===== config.mk =====
export PLATFORM = sky130hd
export DESIGN_NAME = ttc_ratio
export DESIGN_NICKNAME = d
export VERILOG_FILES = /design/src/sv/ttc_pkg.sv /design/src/sv/ttc_ratio.sv
export SDC_FILE = /design/constraint.sdc
export NUM_CORES = 2
export LEC_CHECK = 0
export BUFFER_PORTS_ARGS = -buffer_cell sky130_fd_sc_hd__buf_4
export CAP_MARGIN = 20
export CELL_PAD_IN_SITES_DETAIL_PLACEMENT = 1
export CELL_PAD_IN_SITES_GLOBAL_PLACEMENT = 2
export CORE_ASPECT_RATIO = 0.8
export CORE_MARGIN = 2
export CORE_UTILIZATION = 44
export CTS_CLUSTER_DIAMETER = 100
export CTS_CLUSTER_SIZE = 14
export DETAILED_ROUTE_END_ITERATION = 10
export PLACE_DENSITY_LB_ADDON = 0.1
export SLEW_MARGIN = 20
export SYNTH_ARGS = -nofsm -noshare
export SYNTH_HDL_FRONTEND = slang
export SYNTH_SLANG_ARGS = --single-unit

===== constraint.sdc =====
create_clock -name aclk -period 6 [get_ports aclk]
set_input_delay 0.3 -clock aclk [delete_from_list [all_inputs] [get_ports aclk]]
set_output_delay 0.3 -clock aclk [all_outputs]
set_load 0.05 [all_outputs]

===== src/sv/ttc_pkg.sv =====
// Package for the triangle topological charge pipeline.
// Holds widths, latencies, register indexes, the arctangent table and the
// shared square-root and shift helpers. No dependencies.
package ttc_pkg;

    localparam int FRAC_BITS    = 14;
    localparam int WORK_BITS    = 16;
    localparam int COMP_W       = 16;
    localparam int PAIR_SHIFT   = 2 * FRAC_BITS - WORK_BITS;
    localparam int TRIP_SHIFT   = 3 * FRAC_BITS - WORK_BITS;
    localparam int PF_W         = 19;
    localparam int RAD_W        = 56;
    localparam int ROOT_W       = 28;
    localparam int NUM_W        = 25;
    localparam int RATIO_W      = 18;
    localparam int QUOT_BITS    = 17;
    localparam int ASIN_SQ_STEPS = 17;
    localparam int CORDIC_STEPS = 16;
    localparam int CX_W         = 28;
    localparam int ANG_W        = 25;
    localparam int CFG_IDX_W    = 4;
    localparam int CFG_DATA_W   = 8;

    localparam int FRONT_LAT = 7;
    localparam int RHO_LAT   = ROOT_W;
    localparam int RATIO_LAT = QUOT_BITS + 2;
    localparam int ASIN_LAT  = 2 + ASIN_SQ_STEPS + CORDIC_STEPS + 1;
    localparam int FLAG_LAT  = RATIO_LAT + ASIN_LAT;
    localparam int TOTAL_LAT = FRONT_LAT + RHO_LAT + FLAG_LAT + 1;

    localparam logic [RATIO_W-1:0] UNIT_WORK = RATIO_W'(65536);
    localparam logic [PF_W-1:0]    PF_MAX    = PF_W'(262144);

    typedef enum logic [CFG_IDX_W-1:0] {
        CFG_USE_SINE = 4'd0,
        CFG_SIGN_TOL = 4'd1
    } cfg_reg_t;

    // Arctangent of 2^-i in turns scaled by 2^24.
    localparam logic signed [ANG_W-1:0] ARC_TABLE [CORDIC_STEPS] = '{
        25'sd2097152, 25'sd1238021, 25'sd654136, 25'sd332050,
        25'sd166669,  25'sd83416,   25'sd41718,  25'sd20860,
        25'sd10430,   25'sd5215,    25'sd2608,   25'sd1304,
        25'sd652,     25'sd326,     25'sd163,    25'sd81
    };

    typedef struct packed {
        logic [33:0] rem;
        logic [31:0] root;
    } sq_state_t;

    // One digit of the restoring integer square root.
    function automatic sq_state_t sq_step(sq_state_t s, logic [1:0] pair);
        sq_state_t   o;
        logic [33:0] cur;
        logic [33:0] trial;
        cur   = {s.rem[31:0], pair};
        trial = {s.root, 2'b01};
        if (cur >= trial) begin
            o.rem  = cur - trial;
            o.root = {s.root[30:0], 1'b1};
        end else begin
            o.rem  = cur;
            o.root = {s.root[30:0], 1'b0};
        end
        return o;
    endfunction

    // Shift right, truncating toward zero.
    function automatic logic signed [CX_W-1:0] shr_trunc(logic signed [CX_W-1:0] v, int k);
        logic signed [CX_W-1:0] m;
        m = v[CX_W-1] ? -v : v;
        m = m >>> k;
        return v[CX_W-1] ? -m : m;
    endfunction

endpackage


===== src/sv/ttc_ratio.sv =====
// Pipelined divider for the triangle charge: rounded num / den clamped to one.
// Restoring division, one quotient bit per stage. Depends on ttc_pkg.
module ttc_ratio (
    input  logic                                aclk,
    input  logic                                en,
    input  logic signed [ttc_pkg::NUM_W-1:0]    num,
    input  logic        [ttc_pkg::ROOT_W-1:0]   den,
    output logic signed [ttc_pkg::RATIO_W-1:0]  ratio
);
    import ttc_pkg::*;

    localparam int NUMER_W = NUM_W + 24 + 1;
    localparam int REM_W   = ROOT_W + QUOT_BITS;

    logic                 neg_reg [QUOT_BITS+1];
    logic                 ovf_reg [QUOT_BITS+1];
    logic [ROOT_W-1:0]    den_reg [QUOT_BITS+1];
    logic [REM_W-1:0]     rem_reg [QUOT_BITS+1];
    logic [QUOT_BITS-1:0] quo_reg [QUOT_BITS+1];
    logic [REM_W-1:0]     rem_next [QUOT_BITS+1];
    logic [QUOT_BITS-1:0] quo_next [QUOT_BITS+1];
    logic signed [RATIO_W-1:0] ratio_reg;
    logic signed [RATIO_W-1:0] ratio_next;

    logic [NUM_W-1:0]   mag;
    logic [NUMER_W-1:0] numer;
    logic               ovf;
    logic [REM_W-1:0]   trial [QUOT_BITS+1];
    logic [RATIO_W-1:0] qclamp;

    always_comb begin
        mag   = num[NUM_W-1] ? NUM_W'(-num) : NUM_W'(num);
        numer = {1'b0, mag, 24'b0} + NUMER_W'(den >> 1);
        ovf   = numer >= (NUMER_W'(den) << QUOT_BITS);
        rem_next[0] = ovf ? '0 : numer[REM_W-1:0];
        quo_next[0] = '0;
        trial[0]    = '0;
        for (int k = 1; k <= QUOT_BITS; k++) begin
            trial[k] = REM_W'(den_reg[k-1]) << (QUOT_BITS - k);
            if (rem_reg[k-1] >= trial[k]) begin
                rem_next[k] = rem_reg[k-1] - trial[k];
                quo_next[k] = quo_reg[k-1] | (QUOT_BITS'(1) << (QUOT_BITS - k));
            end else begin
                rem_next[k] = rem_reg[k-1];
                quo_next[k] = quo_reg[k-1];
            end
        end
        if (ovf_reg[QUOT_BITS] || (RATIO_W'(quo_reg[QUOT_BITS]) > UNIT_WORK)) begin
            qclamp = UNIT_WORK;
        end else begin
            qclamp = RATIO_W'(quo_reg[QUOT_BITS]);
        end
        ratio_next = neg_reg[QUOT_BITS] ? -$signed(qclamp) : $signed(qclamp);
    end

    always_ff @(posedge aclk) begin
        if (en) begin
            neg_reg[0] <= num[NUM_W-1];
            ovf_reg[0] <= ovf;
            den_reg[0] <= den;
            rem_reg[0] <= rem_next[0];
            quo_reg[0] <= quo_next[0];
            for (int k = 1; k <= QUOT_BITS; k++) begin
                neg_reg[k] <= neg_reg[k-1];
                ovf_reg[k] <= ovf_reg[k-1];
                den_reg[k] <= den_reg[k-1];
                rem_reg[k] <= rem_next[k];
                quo_reg[k] <= quo_next[k];
            end
            ratio_reg <= ratio_next;
        end
    end

    assign ratio = ratio_reg;

endmodule


==> metrics.md <==
| Metric | Value |
|---|---|
| Final-report hold violation count | `0` |
| CTS tree | `built` |
| Most common cell on crit path | `o31ai_1` |
| Syn nets | `7388` |
| Post-synthesis register bit count | `1448` |
| Power Density | `447.2 nW/um^2` |
| DRT antenna net count | `0` |
| Avg Cell Area, Syn | `11.43 sq um` |
| R2R cell count | `13` |
| Synth Warn # | `0` |
| Num rows | `138` |
| Final TNS setup | `0 ns` |
| Vias in the first global route | `53100` |
| Post-synth EDFFs | `1448` |
| Sequential area share after synthesis | `55.89%` |
| WP data arrival | `5.46 ns` |
| Fill count | `18571` |
| Clock sink total | `1448` |
| Total wire length | `216.5 mm` |
| First-pass GRT wire length | `330.6 mm` |
| Via Count | `52532` |
| Hold_sp | `num[0]` |
| Root Driver | `clkbuf_16` |
| Final period utilization | `82.74%` |
| Slew headroom | `18.19%` |
| H-tree levels | `3` |
| Main synth FF type | `edfxtp_1` |
| Final setup fails | `0` |
| Die width | `474.1 um` |
| Status | `finished, final reports clean` |
| I/O Buffers | `72` |
| Max clock buf depth | `3` |
| Number of flip-flops in the largest register | `765` |
| CTS buffer count | `114` |
| Layout cells sized above 1 | `5.986%` |
| CP required | `6.50 ns` |
| Ys async rst share | `0%` |
| DRT Pass-1 Iters | `5` |
| Final Slew Violations | `0` |
| Final nets | `7522` |
| Syn Inst Count | `6807` |
| Grt peak-use layer | `met2` |
| Reg-to-reg startpoint | `den_reg[4][1]` |
| Distinct cells, synth | `97` |
| F_max | `0.2014 GHz` |
| Critical path, cell by cell | `inv_1 -> ha_1 -> nor2b_1 -> o31a_1 -> o31ai_1 -> a21boi_0 -> a31oi_1 -> o31ai_1 -> o41ai_1 -> buf_4 -> o21a_2 -> buf_12 -> mux2_2` |
| Leak Pwr | `33.00 nW` |
| Wirelength per Cell | `23.20 um` |
| Gpl congestion | `0.8763` |
| Initial Util | `44.13%` |
| Postcts setup bufs | `0` |
| Clock transition at path regs | `0.07 ns` |
| DR vias/cell | `5.629` |
| Register area | `43480 sq um` |
| Die ar. | `180200 sq um` |
| CP bufs+invs | `3` |
| Worst-Margin Slew | `1.211 ns` |
| Layout area overhead | `8.958%` |
| Flop-to-flop setup slack | `1.04 ns` |
| IO Pins | `73` |
| Overflow after GRT | `0` |
| Post-Syn Area | `77800 sq um` |
| Hold depth | `3` |
| Grt met2 use | `37.36%` |
| Core area | `176300 sq um` |
| Worst r2r dst | `rem_reg[5][33]` |
| Placed cells | `9176` |
| CP max stage cell | `o41ai_1` |
| Worst Hold Endpoint | `rem_reg[0][24]` |
| Startpoint Class | `flip-flop` |
| Initial antenna violation count | `10` |
| Routing usage on met1 | `35.52%` |
| Max Cap Viol | `0` |
| Peak supply drop | `0.0002463 V` |
| Skew-Pair Late Insertion Delay | `0.77 ns` |
| Clock Skew | `0.03787 ns` |
| Non-filler cells, final | `9333` |
| GRT met3 Usage | `2.536%` |
| Slowest stage delay, CP | `0.65 ns` |
| DR DRC count | `0` |
| RSZ-0062 raised after global routing | `false` |
| Largest delay share family, worst path | `compound AO/OA/AOI/OAI gates` |
| Starting DRT DRC Count | `3859` |
| Total Routing Usage GR | `23.86%` |
| Largest net degree at the start of global routing | `204` |
| Worst Hold Class | `in -> reg` |
| Final HPWL DP | `169.8 mm` |
| Multi-input gate area | `31430 sq um` |
| CP Class | `reg -> reg` |
| Die Y | `380.1 um` |
| Crit Path Max Fanout | `43` |
| Min cycle time layout | `4.965 ns` |
| Crit end category | `flip-flop` |
what timing repair did:
action	CTS	global route
hold buffers	29	0
gates resized for setup	0	0
endpoints found under the hold margin	44	0
power by group:
part           switching, W  total (W)  internal [W]
clock network       0.00355    0.00701       0.00346
logic               0.00873     0.0149       0.00619
registers           0.00175     0.0160        0.0142
total                0.0140     0.0379        0.0239
worst reg2reg max path: stages, from the launching register on:
cell      delay, ns
edfxtp_1       0.48
inv_1          0.09
ha_1           0.32
nor2b_1        0.15
o31a_1         0.29
o31ai_1        0.39
a21boi_0       0.34
a31oi_1        0.51
o31ai_1        0.22
o41ai_1        0.65
buf_4          0.27
o21a_2         0.34
buf_12         0.26
mux2_2         0.40
cell usage after synthesis, types with 30 or more instances:
cell	count	share of area (%)
nor2_1	415	2.0
nor4_1	91	0.73
nand3_1	94	0.60
or3_1	44	0.35
clkbuf_1	120	0.58
o21a_1	71	0.69
or4_1	30	0.29
edfxtp_1	1448	56
a31oi_1	60	0.48
a211oi_1	42	0.41
nor2b_1	74	0.60
xor2_1	278	3.1
o21ai_0	434	2.8
inv_1	643	3.1
and3_1	75	0.60
nand4_1	82	0.66
o21bai_1	55	0.53
mux2_2	67	0.97
nand2b_1	98	0.79
nand2_1	514	2.5
xnor2_1	275	3.1
a21oi_1	524	3.4
o31ai_1	47	0.45
a21o_1	219	2.1
or2_2	34	0.27
nor3_1	109	0.70
ha_1	509	8.2
placed cells by master (no fill, tap or decap), types with 118 or more instances in the layout:
| cell type | instances |
|---|---|
| xor2_1 | 278 |
| edfxtp_1 | 1448 |
| ha_1 | 509 |
| a21oi_1 | 522 |
| nor2_1 | 415 |
| a21o_1 | 219 |
| o21ai_0 | 434 |
| nand2_1 | 514 |
| inv_1 | 643 |
| buf_4 | 118 |
| xnor2_1 | 275 |
per-stage QoR:
stage               hold slack (ns)  util [%]  setup WS (ns)  instance area (sq um)  power [W]
finish                       0.1154     48.09          1.035                  84770    0.03791
detailed placement           0.4052     46.20         0.8509                  81440    0.03092
floorplan                    0.3989         -          1.164                  77800    0.02605
CTS                         0.03987     48.08          1.076                  84760    0.03809
global placement             0.4015     46.20         0.9079                  81440    0.03059
global route                 0.1001     48.08         0.7254                  84770    0.04033
final cells by class:
class,count,area share (%)
antenna,4,0.01181
clock buffer,117,3.429
clock inverter,7,0.1402
inverter,645,2.856
multi-input combinational,4573,37.08
sequential,1448,51.29
tap,2380,3.513
timing repair buffer,159,1.680
worst max-delay path by stage:
stage                        startpoint             end  slack (ns)  cells after the start
after floorplan                 num[24]      ovf_reg[0]        1.16                     23
after global placement           num[0]   rem_reg[0][0]        0.91                     24
after detailed placement         num[1]   rem_reg[0][3]        0.85                     19
after CTS                 den_reg[4][2]  rem_reg[5][33]        1.08                     13
after global routing            num[24]   rem_reg[0][3]        0.73                     23
final                     den_reg[4][1]  rem_reg[5][33]        1.04                     13
layer usage:
metal | routed length [um] | share of wire [%]
met4 | 5124 | 2.4
met3 | 8976 | 4.1
met2 | 96510 | 45
met1 | 105900 | 49
met5 | 0 | 0
logic make-up (layout without fill, tap and decap cells):
kind of cell | Yosys count | count (layout) | share of synthesized area [%]
mux | 81 | 81 | 1.164
simple gates | 1771 | 1771 | 11.22
fa+ha+maj | 526 | 526 | 8.623
other cells | 0 | 4 | 0
buf+inv | 786 | 928 | 3.873
flops | 1448 | 1448 | 55.89
xor+xnor | 553 | 553 | 6.225
compound gates | 1642 | 1642 | 13.00
No activity file was read; power rests on OpenSTA's default activity.
